===== src/rtl/wsa_pkg.sv =====
// ----------------------------------------------------------------------------
// wsa_pkg: shared types and constants for the weighted slot allocator
// Request/response payloads, widths, weight reset tables and sequencer states.
// ----------------------------------------------------------------------------
`default_nettype none

package wsa_pkg;

    localparam int NUM_CLASSES = 4;
    localparam int COUNT_BITS  = 12;
    localparam int WEIGHT_W    = 8;
    localparam int SLOT_W      = 16;
    localparam int RAND_W      = 32;
    localparam int CLS_W       = $clog2(NUM_CLASSES);
    localparam int WT_W        = WEIGHT_W + $clog2(NUM_CLASSES);
    localparam int PROD_W      = SLOT_W + WEIGHT_W;
    localparam int TOTAL_W     = COUNT_BITS + $clog2(NUM_CLASSES);
    localparam int CFG_REGS    = 2 * NUM_CLASSES;
    localparam int CFG_ADDR_W  = $clog2(CFG_REGS);

    typedef logic [NUM_CLASSES-1:0][WEIGHT_W-1:0] t_weight_tbl;

    // entry 0 sits in the low byte
    localparam t_weight_tbl UNCHOKE_RESET = {8'd9, 8'd6, 8'd3, 8'd1};
    localparam t_weight_tbl CHOKE_RESET   = {8'd1, 8'd1, 8'd1, 8'd1};

    localparam logic ACT_UNCHOKE = 1'b0;
    localparam logic ACT_CHOKE   = 1'b1;

    typedef struct packed {
        logic                  action;
        logic [COUNT_BITS-1:0] class0_count;
        logic [COUNT_BITS-1:0] class1_count;
        logic [COUNT_BITS-1:0] class2_count;
        logic [COUNT_BITS-1:0] class3_count;
        logic [SLOT_W-1:0]     slots_wanted;
        logic [RAND_W-1:0]     random_word;
    } t_req;

    typedef struct packed {
        logic [COUNT_BITS-1:0] class0_grant;
        logic [COUNT_BITS-1:0] class1_grant;
        logic [COUNT_BITS-1:0] class2_grant;
        logic [COUNT_BITS-1:0] class3_grant;
        logic [TOTAL_W-1:0]    total_grant;
    } t_rsp;

    typedef enum logic [3:0] {
        S_IDLE,
        S_SUM,
        S_CHECK,
        S_QDIV,
        S_MUL,
        S_APPLY,
        S_RDIV,
        S_RFIND,
        S_RGIVE,
        S_FIN
    } t_state;

endpackage

`default_nettype wire


===== src/rtl/wsa_divider.sv =====
// ----------------------------------------------------------------------------
// wsa_divider: shared restoring divider
// One quotient bit per cycle; quotient and remainder valid with o_done.
// ----------------------------------------------------------------------------
`default_nettype none

module wsa_divider #(
    parameter int DIVIDEND_W = wsa_pkg::RAND_W,
    parameter int DIVISOR_W  = wsa_pkg::WT_W
) (
    input  wire logic                  i_clk,
    input  wire logic                  i_rst_n,
    input  wire logic                  i_start,
    input  wire logic [DIVIDEND_W-1:0] i_dividend,
    input  wire logic [DIVISOR_W-1:0]  i_divisor,
    output logic                       o_done,
    output logic [DIVIDEND_W-1:0]      o_quot,
    output logic [DIVISOR_W-1:0]       o_rem
);
    import wsa_pkg::*;

    localparam int CNT_W = $clog2(DIVIDEND_W + 1);

    logic [CNT_W-1:0]      r_cnt;
    logic                  r_done;
    logic [DIVIDEND_W-1:0] r_quot;
    logic [DIVISOR_W-1:0]  r_rem;
    logic [DIVISOR_W:0]    w_shift;
    logic [DIVISOR_W:0]    w_diff;
    logic                  w_ge;

    always_comb begin
        w_shift = {r_rem, r_quot[DIVIDEND_W-1]};
        w_ge    = (w_shift >= {1'b0, i_divisor});
        w_diff  = w_shift - {1'b0, i_divisor};
    end

    always_ff @(posedge i_clk) begin
        if (!i_rst_n) begin
            r_cnt  <= '0;
            r_done <= 1'b0;
        end else begin
            r_done <= 1'b0;
            if (i_start) begin
                r_cnt <= CNT_W'(DIVIDEND_W);
            end else if (r_cnt != '0) begin
                r_cnt <= r_cnt - 1'b1;
                if (r_cnt == CNT_W'(1)) begin
                    r_done <= 1'b1;
                end
            end
        end
    end

    always_ff @(posedge i_clk) begin
        if (i_start) begin
            r_quot <= i_dividend;
            r_rem  <= '0;
        end else if (r_cnt != '0) begin
            r_rem  <= w_ge ? w_diff[DIVISOR_W-1:0] : w_shift[DIVISOR_W-1:0];
            r_quot <= {r_quot[DIVIDEND_W-2:0], w_ge};
        end
    end

    assign o_done = r_done;
    assign o_quot = r_quot;
    assign o_rem  = r_rem;

endmodule

`default_nettype wire


===== src/rtl/weighted_slot_allocator.sv =====
// ----------------------------------------------------------------------------
// weighted_slot_allocator: split a slot budget over four weighted classes
// Share rounds of (slots left / active weight) times class weight, capped at
// each class's count, then a round-robin remainder from a random start.
// ----------------------------------------------------------------------------
//
//   port group   direction  handshake                      payload
//   -----------  ---------  -----------------------------  ---------------------
//   request      in         i_in_valid / o_in_stall        i_in_req  (t_req)
//   response     out        o_out_valid / i_out_stall      o_out_rsp (t_rsp)
//   config       in         i_cfg_we (no wait)             i_cfg_addr, i_cfg_wdata
//
// Flow: one request at a time. After the accept, S_SUM sums the active weight.
// Each share round runs the shared divider on the slots left, then visits the
// classes in S_MUL and S_APPLY; there are at most NUM_CLASSES rounds. The
// remainder start runs the divider on the random word and walks the weights in
// S_RFIND, then S_RGIVE visits the classes round-robin and S_FIN finishes. A
// request with no slots or no active weight goes from S_CHECK straight to S_FIN.
// Reset: synchronous, active low; weights return to their reset tables.
// Stalls: the finished response sits in an output register, so a new request
// is accepted while it waits; a second result waits in S_FIN for the slot.
// ----------------------------------------------------------------------------
`default_nettype none

module weighted_slot_allocator (
    input  wire logic                           i_clk,
    input  wire logic                           i_rst_n,
    // request channel
    input  wire logic                           i_in_valid,
    output logic                                o_in_stall,
    input  wire wsa_pkg::t_req                  i_in_req,
    // response channel
    output logic                                o_out_valid,
    input  wire logic                           i_out_stall,
    output wsa_pkg::t_rsp                       o_out_rsp,
    // configuration write port
    input  wire logic                           i_cfg_we,
    input  wire logic [wsa_pkg::CFG_ADDR_W-1:0] i_cfg_addr,
    input  wire logic [wsa_pkg::WEIGHT_W-1:0]   i_cfg_wdata
);
    import wsa_pkg::*;

    localparam logic [CLS_W-1:0] LAST_CLS = CLS_W'(NUM_CLASSES - 1);

    // configuration weight tables
    t_weight_tbl r_unchoke_w;
    t_weight_tbl r_choke_w;

    // sequencer state and per-request working registers
    t_state                r_state,   n_state;
    logic [COUNT_BITS-1:0] r_cnt   [NUM_CLASSES];
    logic [COUNT_BITS-1:0] n_cnt   [NUM_CLASSES];
    logic [WEIGHT_W-1:0]   r_w     [NUM_CLASSES];
    logic [WEIGHT_W-1:0]   n_w     [NUM_CLASSES];
    logic [COUNT_BITS-1:0] r_grant [NUM_CLASSES];
    logic [COUNT_BITS-1:0] n_grant [NUM_CLASSES];
    logic [SLOT_W-1:0]     r_left,    n_left;
    logic [WT_W-1:0]       r_wt,      n_wt;
    logic [RAND_W-1:0]     r_rnd,     n_rnd;
    logic [SLOT_W-1:0]     r_share,   n_share;
    logic [PROD_W-1:0]     r_prod,    n_prod;
    logic [CLS_W-1:0]      r_idx,     n_idx;
    logic [WT_W-1:0]       r_start,   n_start;
    t_rsp                  r_out,     n_out;
    logic                  r_out_valid, n_out_valid;

    // shared divider
    logic              w_div_start;
    logic [RAND_W-1:0] w_div_dividend;
    logic              w_div_done;
    logic [RAND_W-1:0] w_div_quot;
    logic [WT_W-1:0]   w_div_rem;

    // helpers for the current class
    logic                  w_active;
    logic [COUNT_BITS-1:0] w_need;
    logic [WEIGHT_W-1:0]   w_cur_w;
    logic [WEIGHT_W-1:0]   w_room;
    logic [SLOT_W-1:0]     w_u_rr;
    logic [COUNT_BITS-1:0] w_u_sh;
    logic [WT_W-1:0]       w_wt_sum;
    logic [TOTAL_W-1:0]    w_total;
    logic                  w_in_acc;
    logic                  w_over;

    wsa_divider #(
        .DIVIDEND_W (RAND_W),
        .DIVISOR_W  (WT_W)
    ) u_div (
        .i_clk      (i_clk),
        .i_rst_n    (i_rst_n),
        .i_start    (w_div_start),
        .i_dividend (w_div_dividend),
        .i_divisor  (r_wt),
        .o_done     (w_div_done),
        .o_quot     (w_div_quot),
        .o_rem      (w_div_rem)
    );

    assign o_in_stall  = (r_state != S_IDLE);
    assign w_in_acc    = i_in_valid && !o_in_stall;
    assign o_out_valid = r_out_valid;
    assign o_out_rsp   = r_out;

    // configuration writes; indexes past the two tables drop
    always_ff @(posedge i_clk) begin
        if (!i_rst_n) begin
            r_unchoke_w <= UNCHOKE_RESET;
            r_choke_w   <= CHOKE_RESET;
        end else if (i_cfg_we) begin
            for (int i = 0; i < NUM_CLASSES; i++) begin
                if (i_cfg_addr == CFG_ADDR_W'(i)) begin
                    r_unchoke_w[i] <= i_cfg_wdata;
                end
                if (i_cfg_addr == CFG_ADDR_W'(i + NUM_CLASSES)) begin
                    r_choke_w[i] <= i_cfg_wdata;
                end
            end
        end
    end

    // per-class helpers: need, room and the capped amounts
    always_comb begin
        w_cur_w  = r_w[r_idx];
        w_active = (w_cur_w != '0) && (r_grant[r_idx] < r_cnt[r_idx]);
        w_need   = r_cnt[r_idx] - r_grant[r_idx];
        w_room   = w_cur_w - r_start[WEIGHT_W-1:0];
        // share round: cap the product at what the class still lacks
        w_u_sh   = (r_prod > PROD_W'(w_need)) ? w_need : r_prod[COUNT_BITS-1:0];
        // remainder: cap by slots left, need and the room in this weight slice
        w_u_rr   = (r_left > SLOT_W'(w_need)) ? SLOT_W'(w_need) : r_left;
        if (w_u_rr > SLOT_W'(w_room)) begin
            w_u_rr = SLOT_W'(w_room);
        end
    end

    // active weight and grant total
    always_comb begin
        w_wt_sum = '0;
        w_total  = '0;
        for (int i = 0; i < NUM_CLASSES; i++) begin
            if (r_cnt[i] != '0) begin
                w_wt_sum = w_wt_sum + WT_W'(r_w[i]);
            end
            w_total = w_total + TOTAL_W'(r_grant[i]);
        end
    end

    // next state and outputs
    always_comb begin
        n_state     = r_state;
        n_cnt       = r_cnt;
        n_w         = r_w;
        n_grant     = r_grant;
        n_left      = r_left;
        n_wt        = r_wt;
        n_rnd       = r_rnd;
        n_share     = r_share;
        n_prod      = r_prod;
        n_idx       = r_idx;
        n_start     = r_start;
        n_out       = r_out;
        n_out_valid = r_out_valid;

        w_div_start    = 1'b0;
        w_div_dividend = RAND_W'(r_left);

        // drop the response once it is taken
        if (r_out_valid && !i_out_stall) begin
            n_out_valid = 1'b0;
        end

        case (r_state)
            S_IDLE: begin
                if (w_in_acc) begin
                    n_cnt[0] = i_in_req.class0_count;
                    n_cnt[1] = i_in_req.class1_count;
                    n_cnt[2] = i_in_req.class2_count;
                    n_cnt[3] = i_in_req.class3_count;
                    for (int i = 0; i < NUM_CLASSES; i++) begin
                        n_w[i]     = (i_in_req.action == ACT_CHOKE) ? r_choke_w[i]
                                                                    : r_unchoke_w[i];
                        n_grant[i] = '0;
                    end
                    n_left  = i_in_req.slots_wanted;
                    n_rnd   = i_in_req.random_word;
                    n_state = S_SUM;
                end
            end

            S_SUM: begin
                n_wt    = w_wt_sum;
                n_state = S_CHECK;
            end

            // decide: another share round, the remainder, or finish
            S_CHECK: begin
                n_idx = '0;
                if (r_wt != '0 && r_left >= SLOT_W'(r_wt)) begin
                    w_div_start    = 1'b1;
                    w_div_dividend = RAND_W'(r_left);
                    n_state        = S_QDIV;
                end else if (r_wt != '0 && r_left != '0) begin
                    w_div_start    = 1'b1;
                    w_div_dividend = r_rnd;
                    n_state        = S_RDIV;
                end else begin
                    n_state = S_FIN;
                end
            end

            S_QDIV: begin
                if (w_div_done) begin
                    n_share = w_div_quot[SLOT_W-1:0];
                    n_state = S_MUL;
                end
            end

            S_MUL: begin
                if (w_active) begin
                    n_prod  = PROD_W'(r_share) * PROD_W'(w_cur_w);
                    n_state = S_APPLY;
                end else if (r_idx == LAST_CLS) begin
                    n_state = S_CHECK;
                end else begin
                    n_idx = r_idx + 1'b1;
                end
            end

            S_APPLY: begin
                n_left         = r_left - SLOT_W'(w_u_sh);
                n_grant[r_idx] = r_grant[r_idx] + w_u_sh;
                if (w_u_sh == w_need) begin
                    n_wt = r_wt - WT_W'(w_cur_w);
                end
                if (r_idx == LAST_CLS) begin
                    n_state = S_CHECK;
                end else begin
                    n_idx   = r_idx + 1'b1;
                    n_state = S_MUL;
                end
            end

            S_RDIV: begin
                if (w_div_done) begin
                    n_start = w_div_rem;
                    n_state = S_RFIND;
                end
            end

            // walk the active weights to the class holding the start point
            S_RFIND: begin
                if (w_active && r_start < WT_W'(w_cur_w)) begin
                    n_state = S_RGIVE;
                end else begin
                    if (w_active) begin
                        n_start = r_start - WT_W'(w_cur_w);
                    end
                    if (r_idx == LAST_CLS) begin
                        n_idx   = '0;
                        n_state = S_RGIVE;
                    end else begin
                        n_idx = r_idx + 1'b1;
                    end
                end
            end

            S_RGIVE: begin
                if (r_wt == '0 || r_left == '0) begin
                    n_state = S_FIN;
                end else begin
                    if (w_active) begin
                        n_start        = '0;
                        n_left         = r_left - w_u_rr;
                        n_grant[r_idx] = r_grant[r_idx] + w_u_rr[COUNT_BITS-1:0];
                        if (w_u_rr == SLOT_W'(w_need)) begin
                            n_wt = r_wt - WT_W'(w_cur_w);
                        end
                    end
                    n_idx = (r_idx == LAST_CLS) ? '0 : r_idx + 1'b1;
                end
            end

            // hold until the output register is free
            S_FIN: begin
                if (!r_out_valid || !i_out_stall) begin
                    n_out.class0_grant = r_grant[0];
                    n_out.class1_grant = r_grant[1];
                    n_out.class2_grant = r_grant[2];
                    n_out.class3_grant = r_grant[3];
                    n_out.total_grant  = w_total;
                    n_out_valid        = 1'b1;
                    n_state            = S_IDLE;
                end
            end

            default: begin
                n_state = S_IDLE;
            end
        endcase
    end

    always_ff @(posedge i_clk) begin
        if (!i_rst_n) begin
            r_state     <= S_IDLE;
            r_out_valid <= 1'b0;
        end else begin
            r_state     <= n_state;
            r_out_valid <= n_out_valid;
        end
    end

    always_ff @(posedge i_clk) begin
        r_cnt   <= n_cnt;
        r_w     <= n_w;
        r_grant <= n_grant;
        r_left  <= n_left;
        r_wt    <= n_wt;
        r_rnd   <= n_rnd;
        r_share <= n_share;
        r_prod  <= n_prod;
        r_idx   <= n_idx;
        r_start <= n_start;
        r_out   <= n_out;
    end

    // any class granted past its count
    always_comb begin
        w_over = 1'b0;
        for (int i = 0; i < NUM_CLASSES; i++) begin
            if (r_grant[i] > r_cnt[i]) begin
                w_over = 1'b1;
            end
        end
    end

`ifndef SYNTHESIS
    // the divider is never started on an empty weight total
    a_div_nonzero: assert property (@(posedge i_clk) disable iff (!i_rst_n)
        w_div_start |-> (r_wt != '0))
        else $error("divider started with zero active weight");

    // a share round only runs with a share of at least one
    a_share_pos: assert property (@(posedge i_clk) disable iff (!i_rst_n)
        (r_state == S_QDIV && w_div_done) |-> (w_div_quot != '0))
        else $error("share round with zero share");

    // grants never pass the class counts in S_RGIVE and S_FIN
    a_grant_cap: assert property (@(posedge i_clk) disable iff (!i_rst_n)
        (r_state == S_RGIVE || r_state == S_FIN) |-> !w_over)
        else $error("class grant exceeds its count");

    // a loaded response carries the sum of its grants
    a_total: assert property (@(posedge i_clk) disable iff (!i_rst_n)
        (r_state == S_FIN && n_state == S_IDLE) |=>
            (o_out_rsp.total_grant == TOTAL_W'(o_out_rsp.class0_grant)
                + TOTAL_W'(o_out_rsp.class1_grant) + TOTAL_W'(o_out_rsp.class2_grant)
                + TOTAL_W'(o_out_rsp.class3_grant)))
        else $error("total grant does not match class grants");
`endif

endmodule

`default_nettype wire


===== config.mk =====
export PLATFORM = sky130hd
export DESIGN_NAME = weighted_slot_allocator
export DESIGN_NICKNAME = d
export VERILOG_FILES = /design/src/rtl/wsa_pkg.sv /design/src/rtl/wsa_divider.sv /design/src/rtl/weighted_slot_allocator.sv
export SDC_FILE = /design/constraint.sdc
export NUM_CORES = 1
export LEC_CHECK = 0
export ABC_AREA = 1
export BUFFER_PORTS_ARGS = -buffer_cell sky130_fd_sc_hd__buf_4
export CAP_MARGIN = 20
export CORE_MARGIN = 1
export CORE_UTILIZATION = 30
export DETAILED_ROUTE_END_ITERATION = 8
export PLACE_DENSITY = 0.53
export SYNTH_ARGS = -nofsm -noshare
export SYNTH_HDL_FRONTEND = slang
export SYNTH_HIERARCHICAL = 1
export SYNTH_SLANG_ARGS = --single-unit

===== constraint.sdc =====
create_clock -name i_clk -period 24.8 [get_ports i_clk]
set_input_delay 3.72 -clock i_clk [delete_from_list [all_inputs] [get_ports i_clk]]
set_output_delay 3.72 -clock i_clk [all_outputs]
set_load 0.05 [all_outputs]

; Word-level counts from Yosys, hierarchy flattened
; Index checks and enable logic that the tools add are counted.
[word_totals]
register_bits = 418
latchBits = 0
ramBits = 0
rom_bits = 0
inputBits = 113
elab_cells = 229
mem_count = 0
[op_classes]
n_addsub = 17
mul = 1
div = 0
magnitude_cmp = 9
n_eq_ne = 34
shifts = 0
muxes = 77
n_bitwise = 3
reduce_logical = 49
[ops]
columns = cell, count
row1 = 2-to-1 mux 32 bit, 5
row2 = 2-to-1 mux 48 bit, 3
row3 = case mux 48 bit (3 select lines), 1
row4 = 2-to-1 mux 10 bit, 13
row5 = bitwise mux 48 bit, 2
row6 = 2-to-1 mux 16 bit, 5
row7 = 2-to-1 mux 12 bit, 6
row8 = case mux 10 bit (3 select lines), 2
row9 = 2-to-1 mux 8 bit, 7
row10 = binary-select mux 12 bit (select 2 bit), 2
row11 = case mux 16 bit (3 select lines), 1
row12 = nonzero test 12 bit, 4
row13 = 2-to-1 mux 4 bit, 11
row14 = case mux 4 bit (10 select lines), 1
row15 = adder 10 x 8 -> 10 bit, 3
row16 = adder 12 bit, 2
row17 = demux 12 bit (select 2 bit), 1
row18 = greater-than comparator 24 x 12 -> 1 bit, 1
row19 = multiplier 16 x 8 -> 24 bit, 1
row20 = AND reduction 2 bit, 12
row21 = inequality test 2 bit (second input constant), 10
row22 = subtractor 10 x 8 -> 10 bit, 2
row23 = binary-select mux 8 bit (select 2 bit), 1
row24 = equality test 16 x 12 -> 1 bit, 1
row25 = other kinds (58), 93

; Depth between registers and ports, before layout
; Gate-level depths: netlist of run 1.
[logic_depth]
depth_word = 14
depth_mapped = 57
ltp_nobuf = 55

; Hierarchy
; The synthesis of run 1 kept the hierarchy.
[by_module_without_submodules]
columns = mod, instances, cells_per_inst, area_each_um2, seq_area_each_um2
row1 = weighted_slot_allocator, 1, 2887, 25519.5, 10390.0
row2 = wsa_divider, 1, 356, 2807.7, 1301.2

; Worst setup path after synthesis of run 1
; Ideal clock, no wire load.
[synth_timing]
kind = input port to flip-flop
startpoint = input i_in_valid
endpoint = register r_grant[0] in the netlist's numbering (enable)
setup_time_ns = 0.565
t_arrival_ns = 13.162
t_required_ns = 24.235
path_slack_ns = 11.073
stages = 4
path_cell_list = inv_1 -> nor2_1 -> nor2_1 -> nor3_1
[synth_between]
elab_chain_len = 3
[synth_rtl]
columns = element, line_no
row1 = "start, declared", weighted_slot_allocator.sv:29  ; input wire logic i_in_valid,
row2 = logical AND 1 bit, weighted_slot_allocator.sv:101  ; assign w_in_acc = i_in_valid && !o_in_stall;
row3 = inequality test 2 bit (no line), n/a
row4 = AND reduction 4 bit (no line), n/a
row5 = "end signal, assigned", weighted_slot_allocator.sv:316  ; r_grant <= n_grant;
row6 = "end, declared", weighted_slot_allocator.sv:55  ; logic [COUNT_BITS-1:0] r_grant [NUM_CLASSES];
; Every way passes these cells.
; A chain may end at the register's enable or synchronous reset.

; Final worst setup path of run 1
[layout_timing]
startpoint = register r_idx[0]
endpoint = register r_left[15], data pin
[layout_between]
elab_chain_len = 13
word_cells_on_any_way = 23
cone_classes = add/sub: 4 / order compare: 3 / mux: 15 / bitwise: 1
[layout_rtl]
columns = element, line_no
row1 = "start, declared", weighted_slot_allocator.sv:62  ; logic [CLS_W-1:0] r_idx, n_idx;
row2 = "start signal, assigned", weighted_slot_allocator.sv:322  ; r_idx <= n_idx;
row3 = inverter 2 -> 3 bit (implied by the code) (*), "weighted_slot_allocator.sv:124, weighted_slot_allocator.sv:126"
row4 = binary-select mux 12 bit (select 2 bit), weighted_slot_allocator.sv:126  ; w_need = r_cnt[r_idx] - r_grant[r_idx];
row5 = 2-to-1 mux 12 bit (implied by the code) (2 in a row), weighted_slot_allocator.sv:126
row6 = subtractor 12 bit, weighted_slot_allocator.sv:126
row7 = greater-than comparator 16 x 12 -> 1 bit, weighted_slot_allocator.sv:131  ; w_u_rr = (r_left > SLOT_W'(w_need)) ? SLOT_W'(w_need) : r_left;
row8 = 2-to-1 mux 16 bit, weighted_slot_allocator.sv:131
row9 = greater-than comparator 16 x 8 -> 1 bit, weighted_slot_allocator.sv:132  ; if (w_u_rr > SLOT_W'(w_room)) begin
row10 = 2-to-1 mux 16 bit, weighted_slot_allocator.sv:132
row11 = subtractor 16 bit, weighted_slot_allocator.sv:274  ; n_left = r_left - w_u_rr;
row12 = 2-to-1 mux 16 bit, weighted_slot_allocator.sv:272  ; if (w_active) begin
row13 = 2-to-1 mux 16 bit, weighted_slot_allocator.sv:269  ; if (r_wt == '0 || r_left == '0) begin
row14 = case mux 16 bit (3 select lines) (*), weighted_slot_allocator.sv:173  ; case (r_state)
row15 = named net n_left[15], weighted_slot_allocator.sv:57  ; logic [SLOT_W-1:0] r_left, n_left;
row16 = "end signal, assigned", weighted_slot_allocator.sv:317  ; r_left <= n_left;
row17 = "end, declared", weighted_slot_allocator.sv:57
; The timed path passes the listed nets; every way through them passes the cells marked *. The select of a mux whose other input is x is not followed.

==> results.ini, run 1 <==
[timing]
finalHoldViolations = 0
timing.hold.ws_ps = 444
tns_ps = 0
slew_headroom = 0.231
rsz0062_at_grt = false
setup_viol = 0
fin_crit_sh = 0.392
slew_viol_final = 0
setup_ws_ps = 15080
max_freq_ghz = 0.103
finalCriticalPeriod_ps = 9720
fin_skew_ps = 60.1
worstMarginPinSlew_ps = 1140

[setup_path]
worst_path_max_delay_cell = buf_4
start_kind = register
crit_path_end_kind = register
critical_path_class = register to register
r2r-start = r_idx[0]$_DFFE_PP_
r2r_end = r_left[15]$_DFFE_PP_
cp_slowest_stage_delay_ps = 630
crit_fanout = 86
rrSetupSlack_ps = 15080
path_buf_inv = 8
arrival_ps = 10090
cp.required_ps = 25170
r2r_cells = 47
cpLargestDelayFamily = compound AO/OA/AOI/OAI gates

[place]
gp_congestion = 0.905
dpl_worst_slack_ps = 15240
portBuffers = 176
dpl.hpwl_mm = 63.6
placed_cells = 4604

[drt]
vias_per_cell = 4.78
drc_errors = 0
vias = 22500
ant_nets = 0
first_pass_iters = 6
wl_mm = 82.6
drtIter0Drc = 1573
wl_per_cell_um = 17.6

[cells_and_area]
diodes = 0
nets = 3841
drive_gt1_frac = 0.101
area_growth_syn_to_layout_pct = 15.6
stdcell_count = 4698

[floorplan]
ios = 177
core_sq_um = 93500
initial_utilization = 0.303
die_w_um = 309
std_cell_rows = 112
die_area_sq_um = 95700
die_y_um = 309

[global_route]
grt_max_degree = 87
grt_pass1_wl_mm = 127
grt.overflow.total = 0
antenna_found_initial = 1
grt_pass1_vias = 21900
grt_use_total = 0.173

[clock_network]
clock-root-buffer = clkbuf_16
cts_max_level = 2
clk_pin_slew_worst_paths_ps = 60
cts_hold_buf = 0
cts_buffers = 50
cts_tree = done
cts_setup_buffers = 0
cts_resized = 0
clock_latency_ps = 650
cts_max_path_buffers = 3
cts.sinks = 418

[hold_path]
hold_start = r_unchoke_w[3]$_SDFFE_PN0P_
hp-class = register to register
whs_path_depth = 2
whs_endpoint = r_unchoke_w[3]$_SDFFE_PN0P_

[synth]
yosys-top-cells-count = nand2_1 (652), inv_1 (465), edfxtp_1 (332)
yosys_register_bits = 418
synth.top_cell.area_share = 0.352
syn_area_per_cell_sq_um = 8.73
synth_largest_area_cell = edfxtp_1
synth_most_common_cell = nand2_1
synthFlopType = edfxtp_1
synth_area_leaders = edfxtp_1 (35%), ha_1 (9.1%), nand2_1 (8.6%)
synth-seq-area-share = 0.413
synth.distinct_cells = 62
synth-edff-count = 332
ys_warn_count = 6
synth-async-reset-ratio = 0
synthesis.area_sq_um = 28300
postSynthCellCount = 3243

[outcome]
status = finished, final reports clean

[flow_run]
maxCapViolCount = 0

[flip-flops by register name, indices dropped and copies added, names as in the netlist]
name and flops:
u_div/o_done 1, u_div/o_rem 10, r_wt 10, r_grant 48
r_rnd 32, r_choke_w 32, r_idx 2, o_out_valid 1
u_div/r_cnt 6, r_share 16, o_out_rsp 62, r_prod 24
r_state 4, u_div/o_quot 32, r_start 10, r_unchoke_w 32
r_left 16, r_w 32, r_cnt 48
[cell type report]
cell class / instances / area, sq um
fill: 9762 / 60700
multi-input combinational: 2258 / 14500
sequential: 418 / 11700
inverter: 470 / 1760
tap: 1254 / 1570
timing repair buffer: 204 / 1530
clock buffer: 64 / 1360
clock inverter: 30 / 303
[logic make-up (layout without fill, tap and decap cells)]
group,Yosys count,in the layout,share of synthesized area
adder cells (fa/ha/maj),326,326,0.176
multiplexers,1,1,0.000353
AO/OA/AOI/OAI,641,641,0.128
buffers and inverters,571,768,0.0773
other,2,6,0.000265
flip-flops,418,418,0.413
XOR/XNOR,95,95,0.0294
AND/OR/NAND/NOR,1189,1189,0.176
[per-stage QoR]
step	utilization	cell area [sq um]
after detailed placement	0.332	31100
final	0.350	32700
after global routing	0.350	32700
after CTS	0.350	32700
after global placement	0.332	31100
after floorplan	-	28300
[worst min-delay path: cells and delay by family (launching register included)]
kind                   cells  cell delay, ps
AO/OA/AOI/OAI              1              50
buffers and inverters      1              50
flip-flops                 1             290
[placed cells by master (no fill, tap or decap), types with 10 or more instances in the layout]
master / instances
nand2_1: 652
inv_1: 465
edfxtp_1: 332
nor2_1: 310
o21ai_0: 255
a21oi_1: 225
ha_1: 207
buf_4: 204
fa_1: 119
nand3_1: 104
dfxtp_1: 86
xor2_1: 55
clkbuf_16: 50
xnor2_1: 40
o22ai_1: 23
nand4_1: 23
nor4_1: 21
nand2_2: 19
a31oi_1: 19
o22a_1: 15
clkinv_1: 14
o21bai_1: 14
nor3_1: 12
o211ai_1: 12
a32oi_1: 11
nand3b_1: 10
[how the worst max path moves through the flow]
stage / startpoint / endpoint / slack [ps] / cells past startpoint
2_1_floorplan: i_in_valid / r_grant[0]$_DFFE_PP_ / 11070 / 4
3_3_place_gp: r_idx[0]$_DFFE_PP_ / r_left[15]$_DFFE_PP_ / 15460 / 47
3_5_place_dp: r_idx[0]$_DFFE_PP_ / r_left[15]$_DFFE_PP_ / 15240 / 47
4_1_cts: r_idx[0]$_DFFE_PP_ / r_left[15]$_DFFE_PP_ / 15190 / 47
5_1_grt: r_idx[0]$_DFFE_PP_ / r_left[15]$_DFFE_PP_ / 14080 / 49
6_report: r_idx[0]$_DFFE_PP_ / r_left[15]$_DFFE_PP_ / 15080 / 47
[routing by layer]
layer / global-route usage / wire, um
met1: 0.234 / 38300
met2: 0.291 / 38900
met3: 0.0230 / 3650
met4: 0.0410 / 1650
met5: 0 / 0
Power of run 1 is left out: the tool's default activity adds up to more than one toggle a clock period on the data nets, which glitch-free logic cannot reach.
==> run 2: changes to the inputs <==
==> constraint.sdc (replaced) <==
create_clock -name i_clk -period 9.1 [get_ports i_clk]
set_input_delay 1.365 -clock i_clk [delete_from_list [all_inputs] [get_ports i_clk]]
set_output_delay 1.365 -clock i_clk [all_outputs]
set_load 0.05 [all_outputs]
==> results.ini, run 2 (same netlist as run 1, synthesis figures left out) <==
[drt]
drc_errors = 0
wl_per_cell_um = 17.6
vias = 22400
vias_per_cell = 4.76
wl_mm = 83.1
ant_nets = 0
drtIter0Drc = 1772
first_pass_iters = 6

[floorplan]
std_cell_rows = 112
initial_utilization = 0.303
die_w_um = 309
ios = 177
core_sq_um = 93500
die_area_sq_um = 95700
die_y_um = 309

[timing]
fin_crit_sh = 0.913
max_freq_ghz = 0.120
finalHoldViolations = 0
slew_headroom = 0.256
fin_skew_ps = 30.0
tns_ps = 0
finalCriticalPeriod_ps = 8310
setup_viol = 0
worstMarginPinSlew_ps = 1110
slew_viol_final = 0
rsz0062_at_grt = false

[clock_network]
cts_tree = done
cts_setup_buffers = 0
clock-root-buffer = clkbuf_16
cts_max_path_buffers = 3
clock_latency_ps = 640
cts_buffers = 51
cts.sinks = 418
cts_max_level = 2
clk_pin_slew_worst_paths_ps = 60
cts_hold_buf = 0

[place]
portBuffers = 176
dpl.hpwl_mm = 63.7
gp_congestion = 0.932

[outcome]
status = finished, final reports clean

[cells_and_area]
nets = 3856
largest_reg_flops = 62
final_common_cell = nand2_1
area_growth_syn_to_layout_pct = 16.9
layout_common_cells = nand2_1 (652), inv_1 (463), edfxtp_1 (332), nor2_1 (310), o21ai_0 (251)
drive_gt1_frac = 0.108
fillers = 9674
final_core_util = 0.354

[setup_path]
crit_fanout = 61
critical_path_class = register to register
cpMostUsedCell = nand2_1
crit_path_end_kind = register
cp.required_ps = 9480
cp_slowest_stage_delay_ps = 420
start_kind = register
worst_path_max_delay_cell = edfxtp_1
arrival_ps = 8690

[global_route]
antenna_found_initial = 3
grt_use_total = 0.174
grt_max_degree = 70
grt_pass1_wl_mm = 128
grt.overflow.total = 0
grt_pass1_vias = 22100

[hold_path]
hp-class = register to register

[flow_run]
maxCapViolCount = 0

[run 2: cell count changes in the layout (fill, tap and decap cells not counted), moves of 3 or more]
cell / delta
o21ai_0: -4
buf_4: +9
clkinv_2: -4
bufinv_16: +5
o21ai_1: +3
clkinv_1: -5
buf_12: +3
[run 2: worst paths after layout]
kind	startpoint	endpoint	slack [ps]	depth (start not counted)
worst max register to register	r_idx[0]$_DFFE_PP_	r_left[14]$_DFFE_PP_	790	46
worst max-delay path	r_idx[0]$_DFFE_PP_	r_left[14]$_DFFE_PP_	790	46
worst min-delay path	r_unchoke_w[14]$_SDFFE_PN0P_	r_unchoke_w[14]$_SDFFE_PN0P_	450	2
worst min register to register	r_unchoke_w[14]$_SDFFE_PN0P_	r_unchoke_w[14]$_SDFFE_PN0P_	450	2
[run 2: cell type report]
| type | instances | area, sq um | share of cell area |
|---|---|---|---|
| clock inverter | 29 | 433 | 0.0131 |
| sequential | 418 | 11700 | 0.353 |
| inverter | 470 | 1760 | 0.0533 |
| clock buffer | 65 | 1390 | 0.0420 |
| multi-input combinational | 2258 | 14600 | 0.440 |
| tap | 1254 | 1570 | 0.0474 |
| antenna | 2 | 5.00 | 0.000151 |
| timing repair buffer | 218 | 1680 | 0.0508 |
[run 2: metrics by stage]
step / cells / setup WS (ps) / cell area, sq um / hold slack, ps
final: 4714 / 788 / 33100 / 446
after floorplan: 3247 / 1060 / 28300 / 424
after global placement: 4616 / 451 / 31200 / 434
after CTS: 4710 / 253 / 33000 / 449
after global routing: 4713 / 9.30 / 33100 / 461
after detailed placement: 4616 / 314 / 31200 / 437
[run 2: what timing repair did]
| item | CTS | global route |
|---|---|---|
| setup endpoints to repair | 0 | 15 |
| resized for setup | 0 | 16 |
| endpoints found under the hold margin | 0 | 0 |
[run 2: worst max-delay path, delay by kind of cell (launching register included)]
kind / cells / cell delay [ps]
compound gates: 13 / 2620
simple gates: 20 / 2080
fa+ha+maj: 5 / 1460
buf+inv: 5 / 560
xor+xnor: 2 / 440
flops: 1 / 420
mux: 1 / 410
[run 2: layer usage]
metal  vias to the layer above  routed length (um)  global-route usage
li1                      11200                   -                   -
met1                     10600               37900               0.235
met2                       576               37800               0.282
met3                       126                4830              0.0283
met4                         0                2620              0.0573
met5                         -                   0                   0
Power of run 2 is left out for the same reason.
==> run 3: changes to the inputs <==
--- a/config.mk
+++ b/config.mk
@@ -14,5 +14,4 @@
 export PLACE_DENSITY = 0.53
 export SYNTH_ARGS = -nofsm -noshare
 export SYNTH_HDL_FRONTEND = slang
-export SYNTH_HIERARCHICAL = 1
 export SYNTH_SLANG_ARGS = --single-unit
==> results.ini, run 3 <==
[outcome]
status = finished, final reports clean

[clock_network]
cts_max_path_buffers = 3
clk_pin_slew_worst_paths_ps = 70
cts_max_level = 2
cts_buffers = 50
clock_latency_ps = 620
cts_hold_buf = 0
clock-root-buffer = clkbuf_16
cts_tree = done
cts.sinks = 418

[timing]
slew_viol_final = 0
tns_ps = 0
fin_crit_sh = 0.913
finalHoldViolations = 0
finalCriticalPeriod_ps = 8310
fin_skew_ps = 30.0
rsz0062_at_grt = false
worstMarginPinSlew_ps = 983
max_freq_ghz = 0.120
setup_viol = 0
slew_headroom = 0.342

[synth]
synthesis.area_sq_um = 28100
synth-simple-area-share = 0.156
synth_top_family_by_area = adder cells
yosys-top-cells-count = nand2_1 (487), inv_1 (458), nor2_1 (344)
synth_largest_area_cell = edfxtp_1
syn_area_per_cell_sq_um = 8.93
yosys_register_bits = 418
synth_most_common_cell = nand2_1
synthFlopType = edfxtp_1
synth.distinct_cells = 66
synth.top_cell.area_share = 0.355
synth-edff-count = 332
postSynthCellCount = 3146
synth-async-reset-ratio = 0
ys_warn_count = 0
synth_area_leaders = edfxtp_1 (35%), ha_1 (9.2%), fa_1 (8.5%)
synth-seq-area-share = 0.416
synth.area.mux_share = 0.000356
synth_compound_area_frac = 0.141
synthXorXnorAreaFrac = 0.0314
synth_adder_area_share = 0.177

[drt]
first_pass_iters = 5
ant_nets = 0
vias = 22500
vias_per_cell = 4.88
wl_per_cell_um = 18.2
drc_errors = 0
drtIter0Drc = 1876
wl_mm = 83.7

[place]
dpl.hpwl_mm = 64.2
portBuffers = 176
gp_congestion = 0.934

[flow_run]
maxCapViolCount = 0

[cells_and_area]
nets = 3752
fillers = 9615
layout_common_cells = nand2_1 (487), inv_1 (456), nor2_1 (338), edfxtp_1 (332), o21ai_0 (280)
largest_reg_flops = 62
diodes = 0
area_growth_syn_to_layout_pct = 16.4
final_common_cell = nand2_1
drive_gt1_frac = 0.108

[setup_path]
start_kind = register
cp_slowest_stage_delay_ps = 460
critical_path_class = register to register
arrival_ps = 8670
crit_path_end_kind = register
cpMostUsedCell = nand2_1
crit_fanout = 47
worst_path_max_delay_cell = edfxtp_1
cp.required_ps = 9460

[floorplan]
die_y_um = 308
die_area_sq_um = 94900
die_w_um = 308
std_cell_rows = 111
ios = 177
core_sq_um = 92200
initial_utilization = 0.305

[hold_path]
hp-class = register to register

[global_route]
grt.overflow.total = 0
grt_pass1_wl_mm = 130
grt_pass1_vias = 21900
antenna_found_initial = 0
grt_use_total = 0.177
grt_max_degree = 77

run 3: cell types whose count changed in the layout (fill, tap and decap cells not counted), sizes merged, moves of 9 or more:
cell   delta
nand2   -168
nor2     +29
o21ai    +21
a21oi    +15
nand3    -12
a32o     +11
xor2      +9
run 3: path summary, 6_finish.rpt:
path                               startpoint                           to  slack, ps  cells after the start
hold / removal    r_unchoke_w[2]$_SDFFE_PN0P_  r_unchoke_w[2]$_SDFFE_PN0P_        440                      2
hold reg to reg   r_unchoke_w[2]$_SDFFE_PN0P_  r_unchoke_w[2]$_SDFFE_PN0P_        440                      2
setup / recovery           r_idx[0]$_DFFE_PP_         r_left[15]$_DFFE_PP_        790                     56
setup reg to reg           r_idx[0]$_DFFE_PP_         r_left[15]$_DFFE_PP_        790                     56
run 3: stage by stage:
stage          std cells  utilization  cell area, sq um  hold WS [ps]  setup WS (ps)
2_1_floorplan       3150            -             28100           422           1330
3_5_place_dp        4502        0.335             30900           435            730
4_1_cts             4594        0.353             32600           443            701
3_3_place_gp        4502        0.335             30900           431            851
6_report            4596        0.355             32700           443            789
5_1_grt             4596        0.355             32700           462           20.0
run 3: repair_timing:
| action | 4_1_cts | 5_1_grt |
|---|---|---|
| buffers inserted | 0 | 2 |
| resized for setup | 0 | 18 |
| setup endpoints to repair | 0 | 2 |
run 3: logic make-up (layout without fill, tap and decap cells):
kind of cell / count (synthesis) / count (layout)
xor gates and xnor gates: 100 / 100
other: 2 / 6
muxes: 1 / 1
and+or+nand+nor: 1037 / 1037
buffers and inverters: 567 / 770
AOI/OAI and AO/OA: 695 / 695
DFF: 418 / 418
adders and majority gates: 326 / 326
run 3: layout make-up:
type | instances | area, sq um | area share
multi-input combinational | 2165 | 14400 | 0.440
sequential | 418 | 11700 | 0.357
tap | 1243 | 1560 | 0.0476
clock inverter | 23 | 245 | 0.00750
clock buffer | 69 | 1430 | 0.0436
timing repair buffer | 214 | 1650 | 0.0503
inverter | 464 | 1740 | 0.0533
run 3: layer usage:
metal  global-route usage  part of all wire  wire length [um]
met1                0.248              0.47             39200
met2                0.283              0.45             37800
met3               0.0231             0.054              4490
met4               0.0503             0.026              2190
met5                    0                 0                 0
run 3: critical path, delay by kind of cell (launching register included):
family / cells / cell delay, ps
AOI/OAI and AO/OA: 12 / 2290
xor gates and xnor gates: 2 / 380
adders and majority gates: 4 / 1160
buffers and inverters: 10 / 1050
DFF: 1 / 460
and+or+nand+nor: 28 / 2640
Power of run 3 is left out for the same reason.
